**src/design/sfa_pkg.sv**
```systemverilog
// shared types, widths and register indexes of the substring search block
package sfa_pkg;

   // field widths
   localparam int BYTE_W     = 8;
   localparam int POS_W      = 31;
   localparam int COUNT_W    = 16;
   localparam int LEN_W      = 5;
   localparam int CSR_DATA_W = 64;
   localparam int CSR_ADDR_W = 3;

   // stream data widths, padded to whole bytes
   localparam int REQ_DATA_W = 8;
   localparam int RSP_DATA_W = 48;

   // register indexes
   localparam logic [CSR_ADDR_W-1:0] CSR_PATTERN_LOW    = 3'd0;
   localparam logic [CSR_ADDR_W-1:0] CSR_PATTERN_HIGH   = 3'd1;
   localparam logic [CSR_ADDR_W-1:0] CSR_PATTERN_LENGTH = 3'd2;
   localparam logic [CSR_ADDR_W-1:0] CSR_IGNORE_CASE    = 3'd3;
   localparam logic [CSR_ADDR_W-1:0] CSR_START_POSITION = 3'd4;
   localparam logic [CSR_ADDR_W-1:0] CSR_MATCH_LIMIT    = 3'd5;

   // one result item
   typedef struct packed {
      logic               found;
      logic [POS_W-1:0]   position;
      logic [COUNT_W-1:0] count;
      logic               done;
   } rsp_type;

endpackage

```
**src/design/substring_find_all.sv**
```systemverilog
// top level of the streaming substring search: config registers, cell row, counters
// a result enters the output buffer at the input transfer of the byte that causes it
// throughput: one byte per cycle when req_tready is high; one compare pass across the row
// a two-entry output buffer keeps input flowing while one result waits to be taken
// reset (synchronous, active high) restores register defaults and clears counters
// window bytes are not cleared; only bytes already seen in the text are ever compared
module substring_find_all #(
   parameter int PATTERN_MAX = 16
) (
   input  logic                              clock,
   input  logic                              reset,
   // req_tdata: text_byte[7:0]
   input  logic [sfa_pkg::REQ_DATA_W-1:0]    req_tdata,
   // req_tuser: first_of_text
   input  logic                              req_tuser,
   input  logic                              req_tlast,
   input  logic                              req_tvalid,
   output logic                              req_tready,
   // rsp_tdata: match_position[30:0], matches_so_far[46:31], zero pad[47]
   output logic [sfa_pkg::RSP_DATA_W-1:0]    rsp_tdata,
   // rsp_tuser: match_found
   output logic                              rsp_tuser,
   output logic                              rsp_tlast,
   output logic                              rsp_tvalid,
   input  logic                              rsp_tready,
   input  logic                              csr_we,
   input  logic [sfa_pkg::CSR_ADDR_W-1:0]    csr_addr,
   input  logic [sfa_pkg::CSR_DATA_W-1:0]    csr_wdata
);
   import sfa_pkg::*;

   localparam logic [LEN_W-1:0] LEN_MAX = LEN_W'(PATTERN_MAX);

   // configuration registers
   logic [CSR_DATA_W-1:0] pattern_low_ff;
   logic [CSR_DATA_W-1:0] pattern_high_ff;
   logic [LEN_W-1:0]      pattern_length_ff;
   logic                  ignore_case_ff;
   logic [POS_W-1:0]      start_position_ff;
   logic [COUNT_W-1:0]    match_limit_ff;

   // text state
   logic [LEN_W-1:0]   bytes_seen_ff, bytes_seen_in;
   logic [POS_W-1:0]   position_ff, position_in;
   logic [COUNT_W-1:0] counter_ff, counter_in;

   logic                    accept;
   logic                    space_ok;
   logic [2*CSR_DATA_W-1:0] pat_vec;
   logic [LEN_W-1:0]        len_eff;
   logic [LEN_W-1:0]        seen_cur;
   logic [LEN_W-1:0]        seen;
   logic [POS_W-1:0]        pos_cur;
   logic [COUNT_W-1:0]      count_cur;
   logic [COUNT_W-1:0]      count_new;
   logic [POS_W-1:0]        match_pos;
   logic                    all_eq;
   logic                    hit;
   logic                    emit;
   rsp_type                 result;
   rsp_type                 out_data;

   logic [BYTE_W-1:0] chain    [PATTERN_MAX+1];
   logic [BYTE_W-1:0] pat_algn [PATTERN_MAX];
   logic [PATTERN_MAX-1:0] use_en;
   logic [PATTERN_MAX-1:0] eq;

   assign accept = req_tvalid && req_tready;

   // register writes
   always_ff @(posedge clock) begin
      if (reset) begin
         pattern_low_ff    <= '0;
         pattern_high_ff   <= '0;
         pattern_length_ff <= LEN_W'(1);
         ignore_case_ff    <= 1'b0;
         start_position_ff <= '0;
         match_limit_ff    <= '1;
      end else if (csr_we) begin
         case (csr_addr)
            CSR_PATTERN_LOW:    pattern_low_ff    <= csr_wdata;
            CSR_PATTERN_HIGH:   pattern_high_ff   <= csr_wdata;
            CSR_PATTERN_LENGTH: pattern_length_ff <= csr_wdata[LEN_W-1:0];
            CSR_IGNORE_CASE:    ignore_case_ff    <= csr_wdata[0];
            CSR_START_POSITION: start_position_ff <= csr_wdata[POS_W-1:0];
            CSR_MATCH_LIMIT:    match_limit_ff    <= csr_wdata[COUNT_W-1:0];
            default: ;
         endcase
      end
   end

   // clamp the length and line the pattern up with the cells, last byte at cell 0
   assign pat_vec = {pattern_high_ff, pattern_low_ff};
   assign len_eff = (pattern_length_ff > LEN_MAX) ? LEN_MAX : pattern_length_ff;

   always_comb begin
      logic [LEN_W-1:0] idx;
      for (int j = 0; j < PATTERN_MAX; j++) begin
         idx         = len_eff - LEN_W'(1) - LEN_W'(j);
         use_en[j]   = LEN_W'(j) < len_eff;
         pat_algn[j] = pat_vec[idx[3:0]*BYTE_W +: BYTE_W];
      end
   end

   // row of window cells; cell 0 sees the incoming byte
   assign chain[0] = req_tdata[BYTE_W-1:0];

   for (genvar j = 0; j < PATTERN_MAX; j++) begin : g_cell
      sfa_cell u_cell (
         .clock       (clock),
         .shift_en    (accept),
         .data_in     (chain[j]),
         .pat_byte    (pat_algn[j]),
         .use_en      (use_en[j]),
         .ignore_case (ignore_case_ff),
         .data_out    (chain[j+1]),
         .eq_out      (eq[j])
      );
   end

   // match decision and counters for this byte
   always_comb begin
      seen_cur  = req_tuser ? '0 : bytes_seen_ff;
      pos_cur   = req_tuser ? start_position_ff : position_ff;
      count_cur = req_tuser ? '0 : counter_ff;
      seen      = seen_cur + LEN_W'(1);
      all_eq    = &eq;
      hit       = (len_eff != '0) && (seen >= len_eff) && (count_cur < match_limit_ff) && all_eq;
      count_new = count_cur + COUNT_W'(hit);
      match_pos = pos_cur - POS_W'(len_eff) + POS_W'(1);
      emit      = hit || req_tlast;

      result.found    = hit;
      result.position = hit ? match_pos : '0;
      result.count    = count_new;
      result.done     = req_tlast;

      if (req_tlast) begin
         bytes_seen_in = '0;
         position_in   = start_position_ff;
         counter_in    = '0;
      end else begin
         bytes_seen_in = (seen > LEN_MAX) ? LEN_MAX : seen;
         position_in   = pos_cur + POS_W'(1);
         counter_in    = count_new;
      end
   end

   always_ff @(posedge clock) begin
      if (reset) begin
         bytes_seen_ff <= '0;
         position_ff   <= '0;
         counter_ff    <= '0;
      end else if (accept) begin
         bytes_seen_ff <= bytes_seen_in;
         position_ff   <= position_in;
         counter_ff    <= counter_in;
      end
   end

   // output buffer
   sfa_out_buf u_out_buf (
      .clock     (clock),
      .reset     (reset),
      .push      (accept && emit),
      .push_data (result),
      .space_ok  (space_ok),
      .out_valid (rsp_tvalid),
      .out_ready (rsp_tready),
      .out_data  (out_data)
   );

   assign req_tready = space_ok;
   assign rsp_tdata  = {1'b0, out_data.count, out_data.position};
   assign rsp_tuser  = out_data.found;
   assign rsp_tlast  = out_data.done;

endmodule

```
**src/design/sfa_cell.sv**
```systemverilog
// one window cell: holds a text byte, passes it on and compares the byte it receives
module sfa_cell (
   input  logic                     clock,
   input  logic                     shift_en,
   input  logic [sfa_pkg::BYTE_W-1:0] data_in,
   input  logic [sfa_pkg::BYTE_W-1:0] pat_byte,
   input  logic                     use_en,
   input  logic                     ignore_case,
   output logic [sfa_pkg::BYTE_W-1:0] data_out,
   output logic                     eq_out
);
   import sfa_pkg::*;

   logic [BYTE_W-1:0] data_ff;

   // ascii uppercase to lowercase when folding is on
   function automatic logic [BYTE_W-1:0] fold(input logic [BYTE_W-1:0] b, input logic ic);
      logic [BYTE_W-1:0] r;
      r = b;
      if (ic && b >= 8'h41 && b <= 8'h5A) begin
         r = b ^ 8'h20;
      end
      return r;
   endfunction

   // shift the window byte on every accepted transfer
   always_ff @(posedge clock) begin
      if (shift_en) begin
         data_ff <= data_in;
      end
   end

   // cells beyond the pattern length always agree
   assign eq_out   = !use_en || (fold(data_in, ignore_case) == fold(pat_byte, ignore_case));
   assign data_out = data_ff;

endmodule

```
**src/design/sfa_out_buf.sv**
```systemverilog
// two-entry output register with skid slot for the result stream
module sfa_out_buf (
   input  logic                         clock,
   input  logic                         reset,
   input  logic                         push,
   input  sfa_pkg::rsp_type             push_data,
   output logic                         space_ok,
   output logic                         out_valid,
   input  logic                         out_ready,
   output sfa_pkg::rsp_type             out_data
);
   import sfa_pkg::*;

   logic    main_valid_ff, main_valid_in;
   logic    skid_valid_ff, skid_valid_in;
   rsp_type main_ff, main_in;
   rsp_type skid_ff, skid_in;

   // refill the output slot from skid first, else from the new result; a result that cannot go there waits in skid
   always_comb begin
      main_valid_in = main_valid_ff;
      skid_valid_in = skid_valid_ff;
      main_in       = main_ff;
      skid_in       = skid_ff;
      if (!main_valid_ff || out_ready) begin
         if (skid_valid_ff) begin
            main_in       = skid_ff;
            main_valid_in = 1'b1;
            skid_valid_in = 1'b0;
         end else begin
            main_in       = push_data;
            main_valid_in = push;
         end
      end else if (push) begin
         skid_in       = push_data;
         skid_valid_in = 1'b1;
      end
   end

   always_ff @(posedge clock) begin
      if (reset) begin
         main_valid_ff <= 1'b0;
         skid_valid_ff <= 1'b0;
      end else begin
         main_valid_ff <= main_valid_in;
         skid_valid_ff <= skid_valid_in;
      end
   end

   // payload needs no reset
   always_ff @(posedge clock) begin
      main_ff <= main_in;
      skid_ff <= skid_in;
   end

   assign space_ok  = !skid_valid_ff;
   assign out_valid = main_valid_ff;
   assign out_data  = main_ff;

endmodule

```
**config.mk**
```make
export PLATFORM = sky130hd
export DESIGN_NAME = substring_find_all
export DESIGN_NICKNAME = d
export VERILOG_FILES = /design/src/design/sfa_pkg.sv /design/src/design/substring_find_all.sv /design/src/design/sfa_cell.sv /design/src/design/sfa_out_buf.sv
export SDC_FILE = /design/constraint.sdc
export NUM_CORES = 1
export LEC_CHECK = 0
export ABC_CLOCK_PERIOD_IN_PS = 16910
export BUFFER_PORTS_ARGS = -buffer_cell sky130_fd_sc_hd__buf_2
export CORE_MARGIN = 3
export CORE_UTILIZATION = 55
export DETAILED_ROUTE_END_ITERATION = 6
export PLACE_DENSITY = 0.72
export SYNTH_ARGS = -nofsm -noshare
export SYNTH_HDL_FRONTEND = slang
export SYNTH_SLANG_ARGS = --single-unit
```
**constraint.sdc**
```tcl
create_clock -name clock -period 16.91 [get_ports clock]
set_input_delay 3.382 -clock clock [delete_from_list [all_inputs] [get_ports clock]]
set_output_delay 3.382 -clock clock [all_outputs]
set_load 0.01 [all_outputs]
```
* Word level (Yosys, flattened, before mapping)
Cells that the tools add are included.
** Cells by class
- Muxes and demuxes :: 43
- $lt $le $gt $ge :: 84
- $add $sub $neg :: 21
- Reductions and logical operators :: 116
- Shift-type cells :: 16
- Equal/unequal tests :: 21
- Bitwise logic cells :: 33
** Operator list (count)
- variable part select 128 x 8 -> 8 bit :: 16
- greater-or-equal comparator 8 x 7 -> 1 bit (second input constant) :: 32
- less-or-equal comparator 8 x 7 -> 1 bit (second input constant) :: 32
- two-way mux 6 bit :: 32
- equality test 8 bit :: 16
- two-way mux 31 bit :: 3
- logical AND 1 bit :: 69
- adder 31 x 1 -> 31 bit (second input constant) :: 2
- two-way mux 49 bit :: 1
- < comparator 4 x 5 -> 1 bit (first input constant) :: 8
- NOT 1 bit :: 33
- two-way mux 16 bit :: 2
- subtractor 4 bit (second input constant) :: 8
- subtractor 31 x 5 -> 31 bit :: 1
- < comparator 3 x 5 -> 1 bit (first input constant) :: 4
- two-way mux 5 bit :: 4
- zero test 1 bit :: 18
- logical OR 1 bit :: 18
- adder 16 x 1 -> 16 bit :: 1
- < comparator 16 bit :: 1
- AND reduction 16 bit :: 1
- subtractor 4 x 3 -> 4 bit (second input constant) :: 4
- AND reduction 2 bit :: 7
- > comparator 5 bit (second input constant) :: 2
- 13 further kinds :: 19
** Storage, ports and cells
- Bits in registers :: 453
- Output and inout bits :: 52

* Depth between registers and ports, before layout
- Depth in word-level cells :: 16
- Depth in mapped cells :: 31
- Gate-level depth less buffers :: 25

* Modules after synthesis
Synthesis repeated with hierarchy kept, for this count alone.
** Unflattened totals
- Cell total of the unflattened synthesis :: 3024
- Area total of the unflattened synthesis :: 29071.6 um^2
** Modules (own cells, without submodules)
- substring_find_all :: area an instance 18707.9 um^2, sequential area each 4664.5 um^2, times used 1, cells an instance 2350
- sfa_cell :: area an instance 406.6 um^2, sequential area each 240.2 um^2, times used 16, cells an instance 32
- sfa_out_buf :: area an instance 3857.4 um^2, sequential area each 2982.9 um^2, times used 1, cells an instance 162

* Worst setup path before layout
OpenSTA, ideal clock, no wires.
- Kind :: input to register
- Start :: in req_tuser
- End :: reg u_out_buf.skid_ff[0] in the netlist's numbering (enable)
- Setup slack :: 5.187 ns
- Library setup time :: 0.529 ns
- Cell stages on the path :: 22
- Arrival time :: 11.193 ns
- Required time :: 16.381 ns
- Cell sequence :: clkbuf_1 -> buf_1 -> clkbuf_1 -> buf_1 -> clkbuf_1 -> nor2b_1 -> ha_1 -> nand3_1 -> xor2_1 -> nor2_1 -> ha_1 -> nor2_1 -> a211oi_1 -> o21ai_0 -> a311oi_1 -> nand4_1 -> a2111o_1 -> a211oi_1 -> and4_1 -> nand4_1 -> buf_2 -> a211oi_1
** On the way
- Word-level cells in the longest chain between the ends :: 9
- Elaborated cells between the ends (all ways) :: 11
- Those cells by class :: add/sub (1); order compare (2); mux (2); reduce/logical (6)
** Ends and longest elaborated chain
- start, declared :: RTL line substring_find_all.sv:15 : input logic req_tuser,
- two-way mux 5 bit :: RTL line substring_find_all.sv:123 : seen_cur = req_tuser ? '0 : bytes_seen_ff;
- adder 5 x 1 -> 5 bit :: RTL line substring_find_all.sv:126 : seen = seen_cur + LEN_W'(1);
- greater-or-equal comparator 5 bit :: RTL line substring_find_all.sv:128 : hit = (len_eff != '0) && (seen >= len_eff) && (count_cur < match_limit_ff) && all_eq;
- logical AND 1 bit :: RTL line substring_find_all.sv:128
- logical AND 1 bit * (2 in series) :: RTL line substring_find_all.sv:128
- logical OR 1 bit * :: RTL line substring_find_all.sv:131 : emit = hit || req_tlast;
- logical AND 1 bit * :: RTL line substring_find_all.sv:165 : .push (accept && emit),
- AND reduction 2 bit (no source line) *
- end signal, assigned :: RTL line sfa_out_buf.sv:53 : skid_ff <= skid_in;
- end, declared :: RTL line sfa_out_buf.sv:17 : rsp_type skid_ff, skid_in;
Mark *: on every way between the ends. The rest lies on a longest branch, timed or not.
A chain may end at the register's enable or synchronous reset.

* Worst setup path in the final report
- Start :: in req_tuser
- End :: reg u_out_buf.main_ff (netlist bit u_out_buf.out_data[15]), data pin
** On the way
- Word-level cells in the longest chain between the ends :: 8
- Elaborated cells between the ends (all ways) :: 10
- Those cells by class :: add/sub (2); order compare (2); mux (3); reduce/logical (3)
** Ends and longest elaborated chain
- two-way mux 5 bit :: RTL line substring_find_all.sv:123
- adder 5 x 1 -> 5 bit :: RTL line substring_find_all.sv:126
- greater-or-equal comparator 5 bit :: RTL line substring_find_all.sv:128
- logical AND 1 bit :: RTL line substring_find_all.sv:128
- logical AND 1 bit * (2 in series) :: RTL line substring_find_all.sv:128
- via hit :: RTL line substring_find_all.sv:58 : logic hit;
- adder 16 x 1 -> 16 bit * :: RTL line substring_find_all.sv:129 : count_new = count_cur + COUNT_W'(hit);
- via count_new[14] :: RTL line substring_find_all.sv:55 : logic [COUNT_W-1:0] count_new;
- two-way mux 49 bit * :: RTL line sfa_out_buf.sv:26 : if (skid_valid_ff) begin
- end signal, assigned :: RTL line sfa_out_buf.sv:52 : main_ff <= main_in;
- end, declared :: RTL line sfa_out_buf.sv:16 : rsp_type main_ff, main_in;
The timed path passes the listed nets; every way through them passes the cells marked *.

==> flow_metrics.py <==
metrics = {
    "clock_network": {
        "clock_tree.buffer_depth": 3,
        "hold_buffers": 0,
        "post_cts_resize_count": 0,
        "cts_sinks": 453,
        "worst_setup_hold_path_clk_slew_ns": 0.06,
        "cts_tree": "done",
        "post_cts.repair.setup_buffers": 0,
        "tritoncts.num_buffers": 50,
        "ctsHtreeMaxLevel": 2,
        "clk_root_buffer_cell": "sky130_fd_sc_hd__clkbuf_16",
        "clock_insertion_delay_worst_skew_ns": 0.61,
    },
    "sta": {
        "hold_viol": 0,
        "fmax_ghz": 0.103,
        "final-setup-viol-count": 0,
        "drv_slew": 0,
        "relSlewSlack": 0.183,
        "worst_slack_ns": 7.16,
        "rsz0062_at_grt": "no",
        "tightestPinTransition_ns": 1.22,
        "max_clock_skew_ns": 0.0255,
        "finalSetupTns_ns": 0,
        "fin_crit_sh": 0.577,
        "finalCriticalPeriod_ns": 9.75,
    },
    "worst_setup_path": {
        "critical_path.n_buffers_inverters": 4,
        "required_time_worst_endpoint_ns": 17.27,
        "crit_path_frequent_cell": "sky130_fd_sc_hd__ha_1",
        "critical_path.max_fanout": 66,
        "worstPathArrival_ns": 10.11,
        "startpoint_type": "primary input",
        "worst_path_dominant_cell_family": "buffers and inverters",
        "timing.setup.critical_path_class": "in2reg",
        "cp_slowest_cell": "sky130_fd_sc_hd__buf_4",
        "crit_path_max_incr_delay_ns": 0.62,
        "worst_setup_path_end_kind": "flop",
    },
    "die": {
        "design.core.area_um2": 55500,
        "num_rows": 86,
        "die_w_um": 244,
        "die-height_um": 244,
        "die_area_um2": 59500,
        "ios": 134,
        "floorplan.initialDensity": 0.561,
    },
    "logic_synthesis": {
        "synth-main-ff-cell": "sky130_fd_sc_hd__dfxtp_1",
        "postSynthNetCount": 3463,
        "register_area_share_after_synthesis": 0.361,
        "synth.ff_latch_count": 453,
        "yosys_warnings": 0,
        "synth.avg_cell_area_um2": 9.45,
        "synth.cell_area_um2": 31100,
        "post_synthesis_cell_count": 3296,
        "synth_enable_flop_cells": 218,
        "yosys.cell_types.count": 85,
        "synth_async_sr_flop_share": 0,
    },
    "power": {
        "power.leakage_nw": 13.2,
        "largest_vdd_supply_drop_mv": 0.0811,
        "p_per_area_nw_per_um2": 84.3,
    },
    "final_layout": {
        "n_antenna_cell": 0,
        "multi_input_area_um2": 18700,
        "areaGrowthSynthToFinish_pct": 8.94,
        "drive_gt1_frac": 0.150,
        "register_area_um2": 11300,
        "finalNetCount": 3481,
        "layout.filler_cells": 4737,
    },
    "detailed_routing": {
        "detail-route-antenna-nets": 0,
        "drc_errors": 0,
        "top_signal_layer_used": "met4",
        "post_drt_wl_per_cell_um": 28.1,
        "post_drt_via_cell_ratio": 6.71,
        "drt_iter0_drc": 3538,
        "routed-wl-met3_um": 13900,
        "wl_met1_um": 48300,
        "route.vias.total": 27520,
        "detailed_route_wl_um": 115000,
        "drt_first_pass_iters": 7,
        "wl_met2_um": 48600,
    },
    "grt": {
        "first_pass_grt_wire_length_um": 169000,
        "grt_start_max_net_pins": 128,
        "gr-usage-all-layers": 0.377,
        "antenna_found_initial": 2,
        "total_grt_overflow": 0,
        "first_global_vias": 25485,
    },
    "place": {
        "io_buffers": 132,
        "post-place-ws_ns": 6.79,
        "dpl.hpwl_um": 86400,
        "place_congestion": 1.07,
    },
    "run": {
        "drv_cap": 0,
    },
    "outcome": {
        "status": "completed",
    },
    "hold_path": {
        "min_path_type": "reg2reg",
    },
}
## cell families (layout without fill, tap and decap cells)
family / Yosys count / after routing / share of synthesized area
and+or+nand+nor: 1083 / 1083 / 0.158
AOI/OAI and AO/OA: 690 / 690 / 0.141
muxes: 497 / 497 / 0.212
DFF: 453 / 453 / 0.361
buffers and inverters: 301 / 357 / 0.0398
xor gates and xnor gates: 186 / 186 / 0.0534
adders and majority gates: 85 / 85 / 0.0344
other: 1 / 1 / 0.000120
## state kept, by name, summed over array words and instances (netlist names), 5 cells and up
register	cells
u_out_buf.skid_ff	49
pattern_length_ff	5
position_ff	31
counter_ff	16
pattern_high_ff	64
match_limit_ff	16
start_position_ff	31
pattern_low_ff	64
bytes_seen_ff	5
g_cell.u_cell.data_out	120
u_out_buf.out_data	49
## where the power goes
part	switching (W)	total (W)	leakage, nW	internal, W
clock network	0.000474	0.00111	0.803	0.000633
registers	0.0000484	0.00124	4.15	0.00119
logic	0.000321	0.000515	8.29	0.000194
total	0.000844	0.00286	13.2	0.00202
## worst reg2reg max path, cell delays in order, from the launching register on
cell	delay, ns
sky130_fd_sc_hd__dfxtp_2	0.55
sky130_fd_sc_hd__nand2b_4	0.49
sky130_fd_sc_hd__ha_1	1.10
sky130_fd_sc_hd__clkinv_1	1.11
sky130_fd_sc_hd__mux4_2	0.92
sky130_fd_sc_hd__mux2i_1	0.24
sky130_fd_sc_hd__xor2_1	0.13
sky130_fd_sc_hd__nor4_1	0.26
sky130_fd_sc_hd__and4_1	0.29
sky130_fd_sc_hd__nor3b_1	0.51
sky130_fd_sc_hd__o2111ai_1	0.18
sky130_fd_sc_hd__a222oi_1	0.67
sky130_fd_sc_hd__nand4_1	0.18
sky130_fd_sc_hd__buf_4	0.37
sky130_fd_sc_hd__inv_1	0.35
sky130_fd_sc_hd__ha_1	0.28
sky130_fd_sc_hd__ha_1	0.25
sky130_fd_sc_hd__and3_1	0.23
sky130_fd_sc_hd__and3_1	0.20
sky130_fd_sc_hd__and3_1	0.21
sky130_fd_sc_hd__nand3_1	0.11
sky130_fd_sc_hd__xnor2_1	0.17
sky130_fd_sc_hd__mux2_2	0.27
## placed cells by master, fill, tap and decap left out, types with 10 or more instances in the layout
cell type                   count
sky130_fd_sc_hd__nand3_1       76
sky130_fd_sc_hd__mux4_2       122
sky130_fd_sc_hd__nor4_1        29
sky130_fd_sc_hd__o31ai_1       36
sky130_fd_sc_hd__nor3_1        50
sky130_fd_sc_hd__o21a_1        14
sky130_fd_sc_hd__o211ai_1      33
sky130_fd_sc_hd__and2_1        10
sky130_fd_sc_hd__a21boi_0      12
sky130_fd_sc_hd__and3_1        33
sky130_fd_sc_hd__nand2_1      555
sky130_fd_sc_hd__mux2i_1      301
sky130_fd_sc_hd__o2111ai_1     19
sky130_fd_sc_hd__a211oi_1      33
sky130_fd_sc_hd__a22oi_1       30
sky130_fd_sc_hd__or3_1         16
sky130_fd_sc_hd__a21o_1        27
sky130_fd_sc_hd__o21ai_0       79
sky130_fd_sc_hd__mux2_2        74
sky130_fd_sc_hd__buf_4         46
sky130_fd_sc_hd__inv_1         82
sky130_fd_sc_hd__o22ai_1       33
sky130_fd_sc_hd__a21oi_1      273
sky130_fd_sc_hd__edfxtp_1     218
sky130_fd_sc_hd__clkbuf_16     52
sky130_fd_sc_hd__dfxtp_1      232
sky130_fd_sc_hd__xnor2_1      111
sky130_fd_sc_hd__nor2b_1       30
sky130_fd_sc_hd__nor2_1       165
sky130_fd_sc_hd__ha_1          83
sky130_fd_sc_hd__nand2b_1      15
sky130_fd_sc_hd__buf_2        130
sky130_fd_sc_hd__a31oi_1       22
sky130_fd_sc_hd__xor2_1        70
sky130_fd_sc_hd__nand3b_1      25
sky130_fd_sc_hd__nand4_1       28
## final cells by class
class,instances,share of cell area
Sequential cell,453,0.332
Multi-Input combinational cell,2542,0.552
Inverter,90,0.0102
Clock buffer,61,0.0397
Clock inverter,29,0.00922
Tap cell,748,0.0276
Timing Repair Buffer,177,0.0297
## worst paths after layout
path | end | start | slack, ns | cells past startpoint
worst max-delay path | u_out_buf.out_data[15] | req_tuser | 7.16 | 27
worst min-delay path | g_cell[13].u_cell.data_out[5] | g_cell[12].u_cell.data_out[5] | 0.45 | 0
worst max register to register | u_out_buf.out_data[15] | pattern_length_ff[0] | 7.61 | 22
worst min register to register | g_cell[13].u_cell.data_out[5] | g_cell[12].u_cell.data_out[5] | 0.45 | 0
## routing by layer
layer / vias up / GRT usage
li1: 12177 / -
met1: 13485 / 0.550
met2: 1606 / 0.550
met3: 252 / 0.0974
met4: 0 / 0.121
met5: - / 0
## per-stage QoR
stage               area [µm²]  hold WS (ns)  cells  utilization  power (W)
floorplan                31100         0.424   3296            -    0.00160
global placement         32300         0.434   4010        0.581    0.00175
detailed placement       32300         0.440   4010        0.581    0.00176
CTS                      33900         0.453   4100        0.611    0.00286
global route             33900         0.468   4100        0.611    0.00295
finish                   33900         0.452   4100        0.611    0.00286
## Yosys cell counts (28+ instances only)
library cell | number | area [µm²]
sky130_fd_sc_hd__nand2_1 | 556 | 2090
sky130_fd_sc_hd__mux2i_1 | 301 | 3010
sky130_fd_sc_hd__a21oi_1 | 273 | 1370
sky130_fd_sc_hd__dfxtp_1 | 235 | 4700
sky130_fd_sc_hd__edfxtp_1 | 218 | 6550
sky130_fd_sc_hd__nor2_1 | 167 | 627
sky130_fd_sc_hd__clkbuf_1 | 138 | 518
sky130_fd_sc_hd__mux4_2 | 122 | 2750
sky130_fd_sc_hd__xnor2_1 | 113 | 990
sky130_fd_sc_hd__ha_1 | 84 | 1050
sky130_fd_sc_hd__inv_1 | 82 | 308
sky130_fd_sc_hd__o21ai_0 | 79 | 395
sky130_fd_sc_hd__nand3_1 | 76 | 380
sky130_fd_sc_hd__mux2_2 | 74 | 833
sky130_fd_sc_hd__xor2_1 | 70 | 613
sky130_fd_sc_hd__nor3_1 | 50 | 250
sky130_fd_sc_hd__o31ai_1 | 36 | 270
sky130_fd_sc_hd__buf_2 | 35 | 175
sky130_fd_sc_hd__a211oi_1 | 34 | 255
sky130_fd_sc_hd__and3_1 | 33 | 206
sky130_fd_sc_hd__o211ai_1 | 33 | 248
sky130_fd_sc_hd__o22ai_1 | 33 | 206
sky130_fd_sc_hd__nor2b_1 | 31 | 194
sky130_fd_sc_hd__a22oi_1 | 30 | 225
sky130_fd_sc_hd__nor4_1 | 29 | 181
sky130_fd_sc_hd__nand4_1 | 28 | 175
(Power assumes the default switching activity.)
